===== src/rtl/mmnf_pkg.sv =====
`default_nettype none

package mmnf_pkg;

    localparam int CFG_W         = 11;
    localparam int NUM_CELLS     = 2;
    localparam int FIFO_DEPTH    = 4;
    localparam int MIN_DIM       = 2;
    localparam int WIDTH_RST     = 800;
    localparam int HEIGHT_RST    = 600;
    localparam logic [7:0] THRESHOLD_RST = 8'd10;
    localparam logic [3:0] LIMIT_RST     = 4'd8;

    localparam logic CMD_PIXEL = 1'b0;
    localparam logic CMD_FLUSH = 1'b1;

    typedef enum logic [1:0] {
        REG_THRESHOLD,
        REG_LIMIT,
        REG_WIDTH,
        REG_HEIGHT
    } reg_index_t;

    typedef logic [2:0] col_t;

    typedef struct packed {
        logic shift;
        logic clear;
    } cell_ctrl_t;

    typedef struct packed {
        logic mid;
        logic up;
    } line_pair_t;

    typedef struct packed {
        logic motion;
        logic eof;
    } result_t;

    function automatic logic [1:0] popcount3(input col_t c);
        return 2'(c[0]) + 2'(c[1]) + 2'(c[2]);
    endfunction

endpackage

`default_nettype wire


===== src/rtl/motion_mask_neighbour_filter.sv =====
// Channel | Direction | Handshake              | Payload
// pixel   | in        | pixel_valid/pixel_stall | command, previous_pixel, current_pixel
// mask    | out       | mask_valid/mask_stall   | motion, end_of_frame
// cfg     | in        | cfg_write               | cfg_index, cfg_data
//
// One word per clock each way unless stalled; a result released by a word is
// registered, then written into a four-word output queue that sets pixel_stall.
// The first result of a stream follows frame_width + 1 pixel words.
// rst_n is asynchronous; line stores are not cleared and hold nothing useful
// until the first line has passed.
// mask_stall fills the queue; pixel_stall rises once held and pending words fill it.
`default_nettype none

module motion_mask_neighbour_filter
    import mmnf_pkg::*;
#(
    parameter int MAX_WIDTH  = 1024,
    parameter int MAX_HEIGHT = 1024
)
(
    input  wire logic             clk,
    input  wire logic             rst_n,
    input  wire logic             pixel_valid,
    output logic                  pixel_stall,
    input  wire logic             command,
    input  wire logic [7:0]       previous_pixel,
    input  wire logic [7:0]       current_pixel,
    output logic                  mask_valid,
    input  wire logic             mask_stall,
    output logic                  motion,
    output logic                  end_of_frame,
    input  wire logic             cfg_write,
    input  wire logic [1:0]       cfg_index,
    input  wire logic [CFG_W-1:0] cfg_data
);

    localparam int CB = $clog2(MAX_WIDTH);
    localparam int RB = $clog2(MAX_HEIGHT);
    localparam int PB = $clog2(MAX_WIDTH + 2);
    localparam int FP = $clog2(FIFO_DEPTH);
    localparam int FC = $clog2(FIFO_DEPTH + 1);
    localparam int W_RST = (WIDTH_RST > MAX_WIDTH) ? MAX_WIDTH : WIDTH_RST;
    localparam int H_RST = (HEIGHT_RST > MAX_HEIGHT) ? MAX_HEIGHT : HEIGHT_RST;

    function automatic int clamp_dim(input int v, input int hi);
        if (v < MIN_DIM)
        begin
            return MIN_DIM;
        end
        if (v > hi)
        begin
            return hi;
        end
        return v;
    endfunction

    // configuration
    logic [7:0]    thr_reg;
    logic [3:0]    limit_reg;
    logic [CB-1:0] w_last_reg;
    logic [PB-1:0] pend_full_reg;
    logic [RB-1:0] h_last_reg;
    logic          restart;
    int            clamp_w;
    int            clamp_h;

    assign clamp_w = clamp_dim(int'(cfg_data), MAX_WIDTH);
    assign clamp_h = clamp_dim(int'(cfg_data), MAX_HEIGHT);
    assign restart = cfg_write && (reg_index_t'(cfg_index) == REG_WIDTH
                                   || reg_index_t'(cfg_index) == REG_HEIGHT);

    always_ff @(posedge clk or negedge rst_n)
    begin
        if (!rst_n)
        begin
            thr_reg       <= THRESHOLD_RST;
            limit_reg     <= LIMIT_RST;
            w_last_reg    <= CB'(W_RST - 1);
            pend_full_reg <= PB'(W_RST + 1);
            h_last_reg    <= RB'(H_RST - 1);
        end
        else if (cfg_write)
        begin
            case (reg_index_t'(cfg_index))
                REG_THRESHOLD: thr_reg <= cfg_data[7:0];
                REG_LIMIT:     limit_reg <= cfg_data[3:0];
                REG_WIDTH:
                begin
                    w_last_reg    <= CB'(clamp_w - 1);
                    pend_full_reg <= PB'(clamp_w + 1);
                end
                REG_HEIGHT:    h_last_reg <= RB'(clamp_h - 1);
                default:       thr_reg <= thr_reg;
            endcase
        end
    end

    // input stage
    logic          accept;
    logic          is_flush;
    logic          pend_zero;
    logic          pend_full;
    logic [7:0]    diff;
    logic          chg;
    logic          a_emit;
    logic          a_shift;
    logic [PB-1:0] pend_reg;
    logic [PB-1:0] pend_next;
    logic [CB-1:0] in_col_reg;
    logic [CB-1:0] in_col_next;

    logic [FC-1:0] fifo_count_reg;
    logic          b_valid_reg;
    logic          b_emit_reg;
    logic          b_flush_reg;
    logic          b_chg_reg;
    logic [CB-1:0] b_addr_reg;

    assign pixel_stall = (fifo_count_reg + FC'(b_emit_reg)) >= FC'(FIFO_DEPTH);
    assign accept      = pixel_valid && !pixel_stall;
    assign is_flush    = (command == CMD_FLUSH);
    assign pend_zero   = (pend_reg == '0);
    assign pend_full   = (pend_reg == pend_full_reg);
    assign diff        = (previous_pixel > current_pixel) ? previous_pixel - current_pixel
                                                          : current_pixel - previous_pixel;
    assign chg         = diff > thr_reg;
    assign a_emit      = is_flush ? !pend_zero : pend_full;
    assign a_shift     = is_flush ? !pend_zero : 1'b1;

    always_comb
    begin
        pend_next   = pend_reg;
        in_col_next = in_col_reg;
        if (restart)
        begin
            pend_next   = '0;
            in_col_next = '0;
        end
        else if (accept)
        begin
            if (is_flush)
            begin
                if (!pend_zero)
                begin
                    pend_next = pend_reg - PB'(1);
                end
            end
            else
            begin
                if (!pend_full)
                begin
                    pend_next = pend_reg + PB'(1);
                end
                in_col_next = (in_col_reg == w_last_reg) ? '0 : in_col_reg + CB'(1);
            end
        end
    end

    always_ff @(posedge clk or negedge rst_n)
    begin
        if (!rst_n)
        begin
            pend_reg    <= '0;
            in_col_reg  <= '0;
            b_valid_reg <= 1'b0;
            b_emit_reg  <= 1'b0;
        end
        else
        begin
            pend_reg    <= pend_next;
            in_col_reg  <= in_col_next;
            b_valid_reg <= accept && a_shift;
            b_emit_reg  <= accept && a_emit;
        end
    end

    always_ff @(posedge clk)
    begin
        if (accept)
        begin
            b_flush_reg <= is_flush;
            b_chg_reg   <= chg;
            b_addr_reg  <= in_col_reg;
        end
    end

    // line stores and window
    line_pair_t rd_pair;
    line_pair_t wr_pair;
    col_t       newcol;

    assign wr_pair.mid = b_chg_reg;
    assign wr_pair.up  = rd_pair.mid;

    mmnf_line_store #(
        .DEPTH (MAX_WIDTH),
        .AW    (CB)
    ) u_line_store (
        .clk     (clk),
        .rd_en   (accept && !is_flush),
        .rd_addr (in_col_reg),
        .rd_data (rd_pair),
        .wr_en   (b_valid_reg && !b_flush_reg),
        .wr_addr (b_addr_reg),
        .wr_data (wr_pair)
    );

    assign newcol = b_flush_reg ? '0 : {b_chg_reg, rd_pair.mid, rd_pair.up};

    logic [CB-1:0] out_col_reg;
    logic [RB-1:0] out_row_reg;
    logic          last_col;
    logic          last_row;
    col_t          rows_en;
    col_t          chain [NUM_CELLS+1];
    col_t          cell_mask [NUM_CELLS];
    logic [1:0]    cell_count [NUM_CELLS];
    col_t          new_mask;
    cell_ctrl_t    cell_ctrl;
    logic [3:0]    count_sum;
    result_t       res;

    assign last_col  = (out_col_reg == w_last_reg);
    assign last_row  = (out_row_reg == h_last_reg);
    assign rows_en   = {!last_row, 1'b1, out_row_reg != '0};
    assign cell_mask[0] = (out_col_reg != '0) ? rows_en : '0;
    assign cell_mask[1] = rows_en & 3'b101;
    assign new_mask  = last_col ? '0 : rows_en;
    assign chain[NUM_CELLS] = newcol;

    assign cell_ctrl.shift = b_valid_reg;
    assign cell_ctrl.clear = restart;

    for (genvar i = 0; i < NUM_CELLS; i++)
    begin : g_cell
        mmnf_cell u_cell (
            .clk      (clk),
            .rst_n    (rst_n),
            .ctrl     (cell_ctrl),
            .col_in   (chain[i+1]),
            .row_mask (cell_mask[i]),
            .col_out  (chain[i]),
            .count    (cell_count[i])
        );
    end

    assign count_sum  = 4'(cell_count[0]) + 4'(cell_count[1])
                      + 4'(popcount3(newcol & new_mask));
    assign res.motion = chain[1][1] && (count_sum >= limit_reg);
    assign res.eof    = last_row && last_col;

    always_ff @(posedge clk or negedge rst_n)
    begin
        if (!rst_n)
        begin
            out_col_reg <= '0;
            out_row_reg <= '0;
        end
        else if (restart)
        begin
            out_col_reg <= '0;
            out_row_reg <= '0;
        end
        else if (b_emit_reg)
        begin
            if (last_col)
            begin
                out_col_reg <= '0;
                out_row_reg <= last_row ? '0 : out_row_reg + RB'(1);
            end
            else
            begin
                out_col_reg <= out_col_reg + CB'(1);
            end
        end
    end

    // output queue
    result_t       fifo_mem [FIFO_DEPTH];
    logic [FP-1:0] wr_ptr_reg;
    logic [FP-1:0] rd_ptr_reg;
    logic          pop;

    assign pop = mask_valid && !mask_stall;

    always_ff @(posedge clk or negedge rst_n)
    begin
        if (!rst_n)
        begin
            wr_ptr_reg     <= '0;
            rd_ptr_reg     <= '0;
            fifo_count_reg <= '0;
        end
        else
        begin
            if (b_emit_reg)
            begin
                wr_ptr_reg <= wr_ptr_reg + FP'(1);
            end
            if (pop)
            begin
                rd_ptr_reg <= rd_ptr_reg + FP'(1);
            end
            fifo_count_reg <= fifo_count_reg + FC'(b_emit_reg) - FC'(pop);
        end
    end

    always_ff @(posedge clk)
    begin
        if (b_emit_reg)
        begin
            fifo_mem[wr_ptr_reg] <= res;
        end
    end

    assign mask_valid   = (fifo_count_reg != '0);
    assign motion       = fifo_mem[rd_ptr_reg].motion;
    assign end_of_frame = fifo_mem[rd_ptr_reg].eof;

endmodule

`default_nettype wire


===== src/rtl/mmnf_line_store.sv =====
`default_nettype none

module mmnf_line_store
    import mmnf_pkg::*;
#(
    parameter int DEPTH = 1024,
    parameter int AW    = 10
)
(
    input  wire logic         clk,
    input  wire logic         rd_en,
    input  wire logic [AW-1:0] rd_addr,
    output line_pair_t        rd_data,
    input  wire logic         wr_en,
    input  wire logic [AW-1:0] wr_addr,
    input  line_pair_t        wr_data
);

    line_pair_t mem [DEPTH];
    line_pair_t rd_data_reg;

    always_ff @(posedge clk)
    begin
        if (rd_en)
        begin
            rd_data_reg <= mem[rd_addr];
        end
        if (wr_en)
        begin
            mem[wr_addr] <= wr_data;
        end
    end

    assign rd_data = rd_data_reg;

endmodule

`default_nettype wire


===== src/rtl/mmnf_cell.sv =====
`default_nettype none

module mmnf_cell
    import mmnf_pkg::*;
(
    input  wire logic  clk,
    input  wire logic  rst_n,
    input  cell_ctrl_t ctrl,
    input  col_t       col_in,
    input  col_t       row_mask,
    output col_t       col_out,
    output logic [1:0] count
);

    col_t col_reg;

    always_ff @(posedge clk or negedge rst_n)
    begin
        if (!rst_n)
        begin
            col_reg <= '0;
        end
        else if (ctrl.clear)
        begin
            col_reg <= '0;
        end
        else if (ctrl.shift)
        begin
            col_reg <= col_in;
        end
    end

    assign col_out = col_reg;
    assign count   = popcount3(col_reg & row_mask);

endmodule

`default_nettype wire


===== config.mk =====
export PLATFORM = sky130hd
export DESIGN_NAME = motion_mask_neighbour_filter
export DESIGN_NICKNAME = d
export VERILOG_FILES = /design/src/rtl/mmnf_pkg.sv /design/src/rtl/motion_mask_neighbour_filter.sv /design/src/rtl/mmnf_line_store.sv /design/src/rtl/mmnf_cell.sv
export SDC_FILE = /design/constraint.sdc
export NUM_CORES = 2
export LEC_CHECK = 0
export ABC_AREA = 1
export BUFFER_PORTS_ARGS = -buffer_cell sky130_fd_sc_hd__buf_2
export CAP_MARGIN = 20
export CORE_MARGIN = 2
export CORE_UTILIZATION = 55
export DETAILED_ROUTE_END_ITERATION = 7
export PLACE_DENSITY = 0.72
export SYNTH_ARGS = -nofsm -noshare
export SYNTH_HDL_FRONTEND = slang
export SYNTH_SLANG_ARGS = --single-unit

===== constraint.sdc =====
create_clock -name clk -period 48.8 [get_ports clk]
set_input_delay 2.44 -clock clk [delete_from_list [all_inputs] [get_ports clk]]
set_output_delay 2.44 -clock clk [all_outputs]
set_load 0.1 [all_outputs]

### Yosys cells after proc, flatten, opt, wreduce, memory -nomap -nowiden

Memories as Yosys holds them, arrays and structs flattened. A register that Yosys moved wholly into a read port is not among the register bits.
Cells that the tools add are included.

* bits in registers: 111
* latch bits: 0
* RAM bits: 2056
* memory bits (read-only): 0
* bits of input ports: 35
* output and inout bits: 4
* logic and storage cells: 130
* memories kept: 2

* $add $sub $neg: 21
* multiply operators: 0
* divide/modulo/power cells: 0
* order comparisons: 6
* eq/ne operators: 10
* shifts and indexed selects: 0
* mux-type cells: 37
* bitwise logic cells: 3
* reduce and logical (&&, ||, !) cells: 32

Memory list
* u_line_store.mem: depth 1024, width 2, rd ports 1, clocked after memory_dff 1, wr ports 1, RTL line mmnf_line_store.sv:19 `line_pair_t mem [DEPTH];`
* fifo_mem: depth 4, width 2, rd ports 1, clocked after memory_dff 0, wr ports 1, RTL line motion_mask_neighbour_filter.sv:279 `result_t fifo_mem [FIFO_DEPTH];`

Operator list (number)
* 10-bit 2-to-1 mux: 11
* 11-bit 2-to-1 mux: 8
* 10-bit by 1-bit adder with 10-bit output (second input constant): 3
* 10-bit == test: 3
* 3-bit 2-to-1 mux: 7
* 10-bit nonzero test: 2
* 8-bit > comparator: 2
* 8-bit subtractor: 2
* 2-bit AND reduction: 6
* 11-bit by 1-bit adder with 11-bit output (second input constant): 1
* 11-bit by 2-bit adder with 11-bit output (second input constant): 1
* 11-bit == test: 1
* 11-bit > comparator (second input constant): 1
* 11-bit zero test: 1
* 11-bit by 2-bit < comparator with 1-bit output (second input constant): 1
* 11-bit by 1-bit subtractor with 11-bit output (second input constant): 1
* 10-bit by 2-bit subtractor with 10-bit output (second input constant): 1
* 3-bit bitwise AND: 3
* 1-bit logical AND: 9
* 1-bit 2-to-1 mux: 9
* 8-bit 2-to-1 mux: 1
* 2-bit nonzero test: 4
* 1-bit by 1-bit adder with 2-bit output: 3
* 2-bit by 1-bit adder with 2-bit output: 3
* other kinds (17): 25

### Longest topological paths before layout

* depth in word-level cells: 10
* depth in mapped cells: 23
* depth with buffers taken out: 23

### Hierarchy

From an unflattened synthesis, not the netlist that was laid out.

* cell total of the unflattened synthesis: 9034
* area, all modules: 95061.2 µm²

By module, submodules not included
* mmnf_line_store: instances 1, cells an instance 7976, area each 86973.4 µm², sequential area each 61559.0 µm²
* motion_mask_neighbour_filter: instances 1, cells an instance 1016, area each 7757.4 µm², sequential area each 2926.6 µm²
* mmnf_cell: instances 2, cells an instance 21, area each 165.2 µm², sequential area each 75.1 µm²

### Worst setup path after synthesis

No wires, ideal clock.

* path kind: register to register
* start: register u_line_store.rd_data[1] (netlist name)
* end: memory fifo_mem[0][1] (netlist bit), data pin
* library setup time: 0.263 ns
* arrival time: 16.103 ns
* data required time: 48.537 ns
* setup slack: 32.434 ns
* stages on the path, launching flop included: 16
* buffers on the path: 0
* clock period less this slack: 16.366 ns
* cell sequence: edfxtp_1 > nand2_1 > nor2_1 > fa_1 > inv_1 > fa_1 > inv_1 > fa_1 > ha_1 > fa_1 > ha_1 > a21boi_0 > o21a_1 > o21a_1 > o21ai_0 > inv_1

RTL lines (RTL line)
* end: declaration: motion_mask_neighbour_filter.sv:279

==> impl_metrics.py <==
metrics = {
    "floorplanning": {
        "placeableCoreArea_um2": 173600,
        "fp-row-count": 153,
        "chipHeight_um": 421.8,
        "initial_utilization_pct": 55.30,
        "die_area_um2": 177900,
        "top_level_ports": 39,
        "die_width_um": 421.8,
    },
    "synthesis": {
        "top_area_cells_in_the_synthesized_netlist": "sky130_fd_sc_hd__edfxtp_1 (65%), sky130_fd_sc_hd__nor2_1 (8.5%), sky130_fd_sc_hd__nand2_1 (7.9%)",
        "postSynthCellCount": 9478,
        "synth_cell_types": 48,
        "number_of_enable_flip_flop_cells_after_synthesis": 2070,
        "share_of_synthesized_area_occupied_by_flip_flops_and_latches_pct": 67.32,
        "asyncSetResetFlopFracSynth_pct": 4.520,
        "postSynthRegisterBits": 2168,
        "syn_nets": 9574,
        "yosys_warnings": 0,
        "syn_area_um2": 96010,
        "area_share_of_the_largest_cell_type_after_synthesis_pct": 64.74,
        "synth_top_area_cell": "sky130_fd_sc_hd__edfxtp_1",
        "synthFlopType": "sky130_fd_sc_hd__edfxtp_1",
        "synth_area_per_cell_um2": 10.13,
    },
    "clock_tree": {
        "cts_htree_levels": 4,
        "cts_buffers": 211,
        "postCtsSetupRepairBufs": 0,
        "tritoncts_clock_tree": "built",
        "cts_num_sinks": 2168,
        "clk_path_buf_depth": 3,
        "cts_resized": 0,
        "cts.hold.buffers_added": 0,
        "path_clk_slew_ns": 0.07,
        "clock_insertion_delay_worst_skew_ns": 0.87,
        "clock-root-buffer": "sky130_fd_sc_hd__clkbuf_16",
    },
    "sta": {
        "finalSetupTns_ns": 0,
        "timing_max_transition_violations_final": 0,
        "fmax_ghz": 0.1760,
        "finalSetupViolCount": 0,
        "fin_crit_sh_pct": 11.64,
        "hold_ws_ns": 0.4804,
        "final.setup_skew_ns": 0.03398,
        "measured_slew_at_the_worst_slew_check_pin_ns": 1.200,
        "relative_slew_slack_pct": 20.02,
        "grt_setup_unrepaired": "false",
        "timing.final.hold_violations": 0,
        "period_minus_slack_ns": 5.682,
    },
    "critical_path": {
        "regToRegStartpoint": "in_col_reg[0]$_DFFE_PN0P_",
        "path_buf_inv": 4,
        "worstSetupEndpointType": "flop",
        "cp_data_required_time_ns": 49.52,
        "crit_path_frequent_cell": "sky130_fd_sc_hd__nand3_1",
        "worst-path-max-fanout": 97,
        "worst_path_largest_cell_delay_ns": 0.88,
        "arr_time_crit_path_ns": 6.40,
        "setup_crit_path_kind": "flop to flop",
        "critPathSlowestCell": "sky130_fd_sc_hd__buf_4",
        "timing.critical_path.from": "in_col_reg[0]$_DFFE_PN0P_",
        "timing.critical_path.max_delay_family": "buffers and inverters",
        "startpoint_type": "flop",
        "path_cells": "buf_4 > buf_4 > buf_4 > buf_4 > nor2_1 > nor2_1 > o21ai_0 > a21oi_1 > nor2_1 > nand2_1 > nand3_1 > nand3_1 > nand3_1 > nand3_1 > nand3_1 > nand2_1",
    },
    "routing": {
        "remaining_drc_errors": 0,
        "detailedRoute.firstIterationViolations": 10290,
        "routed_wirelength_mm": 265.6,
        "wl_per_cell_um": 22.64,
        "via_count": 69410,
        "detailedRoute.firstPassIterationCount": 6,
        "avgViaCountPerCell": 5.916,
        "drt.antenna.violating_nets": 0,
    },
    "pwr": {
        "power.density_nw_per_um2": 52.11,
        "leakage_nw": 37.88,
        "peakVddDrop_mv": 0.06714,
    },
    "placed_design": {
        "dpl_wire_length_mm": 137.9,
        "globalplace.congestion": 0.8746,
        "portBuffers": 38,
    },
    "global_routing": {
        "first_global_vias": 66670,
        "pin_count_of_the_biggest_net_entering_global_routing": 252,
        "initial_antenna_violation_count": 7,
        "grt_pass1_wl_mm": 396.0,
        "grt_overflow_total": 0,
        "overall_global_routing_resource_usage_pct": 29.38,
    },
    "layout": {
        "largest_register_ff_count": 2048,
        "areaGrowthSynthToFinish_pct": 9.266,
        "final_net_count": 9320,
        "drive_gt1_share_pct": 6.198,
    },
    "run": {
        "maxCapViolCount": 0,
    },
    "hold_path": {
        "hold_class": "flop to flop",
        "timing.hold.worst.start": "pend_full_reg[9]$_DFFE_PN1P_",
    },
    "status": {
        "run_status": "finished, final reports clean",
    },
}
## metrics by stage
stage / instance area [um^2] / worst slack (ns) / total power, mW / instances / util [%]
after global routing: 104900 / 42.78 / 5.711 / 11730 / 60.42
after floorplan: 96010 / 32.43 / 3.527 / 9478 / -
after detailed placement: 97980 / 43.28 / 3.850 / 11330 / 56.43
after global placement: 97640 / 43.19 / 3.818 / 11320 / 56.23
final: 104900 / 43.12 / 5.467 / 11730 / 60.42
after CTS: 104800 / 43.31 / 5.443 / 11730 / 60.35
## worst paths after layout
path | to | slack, ns | cells after the start
setup reg to reg | u_line_store.rd_data[1]$_DFFE_PP_ | 43.12 | 16
hold / removal | pend_full_reg[9]$_DFFE_PN1P_ | 0.48 | 2
max in group asynchronous | in_col_reg[2]$_DFFE_PN0P_ | 45.95 | 2
min in group asynchronous | limit_reg[2]$_DFFE_PN0P_ | 1.61 | 1
hold reg to reg | pend_full_reg[9]$_DFFE_PN1P_ | 0.48 | 2
setup / recovery | u_line_store.rd_data[1]$_DFFE_PP_ | 43.12 | 16
## Yosys cell counts, types with 7 or more instances
cell type,number
sky130_fd_sc_hd__xnor2_1,8
sky130_fd_sc_hd__nand4_1,20
sky130_fd_sc_hd__inv_1,469
sky130_fd_sc_hd__nand3_1,849
sky130_fd_sc_hd__or2_2,37
sky130_fd_sc_hd__ha_1,54
sky130_fd_sc_hd__dfrtp_1,79
sky130_fd_sc_hd__buf_4,8
sky130_fd_sc_hd__buf_2,201
sky130_fd_sc_hd__buf_1,77
sky130_fd_sc_hd__nor4_1,10
sky130_fd_sc_hd__xor2_1,45
sky130_fd_sc_hd__o22ai_1,7
sky130_fd_sc_hd__o211ai_1,88
sky130_fd_sc_hd__dfstp_2,19
sky130_fd_sc_hd__nor2_1,2181
sky130_fd_sc_hd__edfxtp_1,2070
sky130_fd_sc_hd__a21oi_1,174
sky130_fd_sc_hd__o21ai_0,579
sky130_fd_sc_hd__fa_1,7
sky130_fd_sc_hd__nand2_1,2023
sky130_fd_sc_hd__nor3_1,55
sky130_fd_sc_hd__clkbuf_1,357
## worst min-delay path, cell delays in order (launching register included)
cell and delay (ns):
sky130_fd_sc_hd__dfstp_2 0.37, sky130_fd_sc_hd__nand2_1 0.06, sky130_fd_sc_hd__nand2_1 0.05
## report_power, final
part           internal, mW  leakage [nW]  total, mW  switching [mW]
registers              2.20          19.8       2.26          0.0560
clock network         0.906          3.33       1.61           0.708
logic                 0.420          14.8       1.59            1.17
total                  3.53          37.9       5.47            1.94
## cell families after synthesis
logic type               Yosys count  synth area share [%]
AO/OA/AOI/OAI                    880                 4.899
flip-flops                      2168                 67.32
adder cells (fa/ha/maj)           61                0.8496
buffers and inverters           1126                 4.729
XOR/XNOR                          53                0.4835
AND/OR/NAND/NOR                 5185                 21.66
multiplexers                       5               0.05603
## per-layer routing
layer | wire length [um] | part of all wire [%] | GRT usage, %
met5 | 26 | 0.0098 | 0
met4 | 12000 | 4.5 | 12.57
met3 | 30770 | 12 | 6.000
met2 | 122400 | 46 | 47.23
met1 | 100400 | 38 | 39.01
## cell usage in the layout, fill, tap and decap left out, types with 10 or more instances in the layout
cell type,netlist,layout
sky130_fd_sc_hd__nor2_1,2181,2180
sky130_fd_sc_hd__edfxtp_1,2070,2070
sky130_fd_sc_hd__nand2_1,2023,2000
sky130_fd_sc_hd__nand3_1,849,844
sky130_fd_sc_hd__o21ai_0,579,579
sky130_fd_sc_hd__inv_1,469,466
sky130_fd_sc_hd__clkbuf_16,0,213
sky130_fd_sc_hd__a21oi_1,174,174
sky130_fd_sc_hd__buf_4,8,118
sky130_fd_sc_hd__o211ai_1,88,88
sky130_fd_sc_hd__dfrtp_1,79,74
sky130_fd_sc_hd__clkinv_1,6,66
sky130_fd_sc_hd__ha_1,54,54
sky130_fd_sc_hd__nor3_1,55,53
sky130_fd_sc_hd__xor2_1,45,45
sky130_fd_sc_hd__clkinv_2,0,41
sky130_fd_sc_hd__clkbuf_1,357,38
sky130_fd_sc_hd__or2_2,37,37
sky130_fd_sc_hd__buf_2,201,37
sky130_fd_sc_hd__nand4_1,20,20
sky130_fd_sc_hd__bufinv_16,0,19
sky130_fd_sc_hd__dfstp_2,19,19
sky130_fd_sc_hd__buf_16,0,16
sky130_fd_sc_hd__nand2_2,0,12
sky130_fd_sc_hd__nand2_4,0,11
sky130_fd_sc_hd__nor4_1,10,10
## layout make-up
cell class	count	area, um^2
clock buffer	254	5514
antenna	2	5.005
multi-input combinational	6184	27030
timing repair buffer	180	1678
fill	13850	68720
sequential	2168	64650
clock inverter	141	1287
inverter	479	1839
tap	2325	2909
No activity file was read; power rests on OpenSTA's default activity.
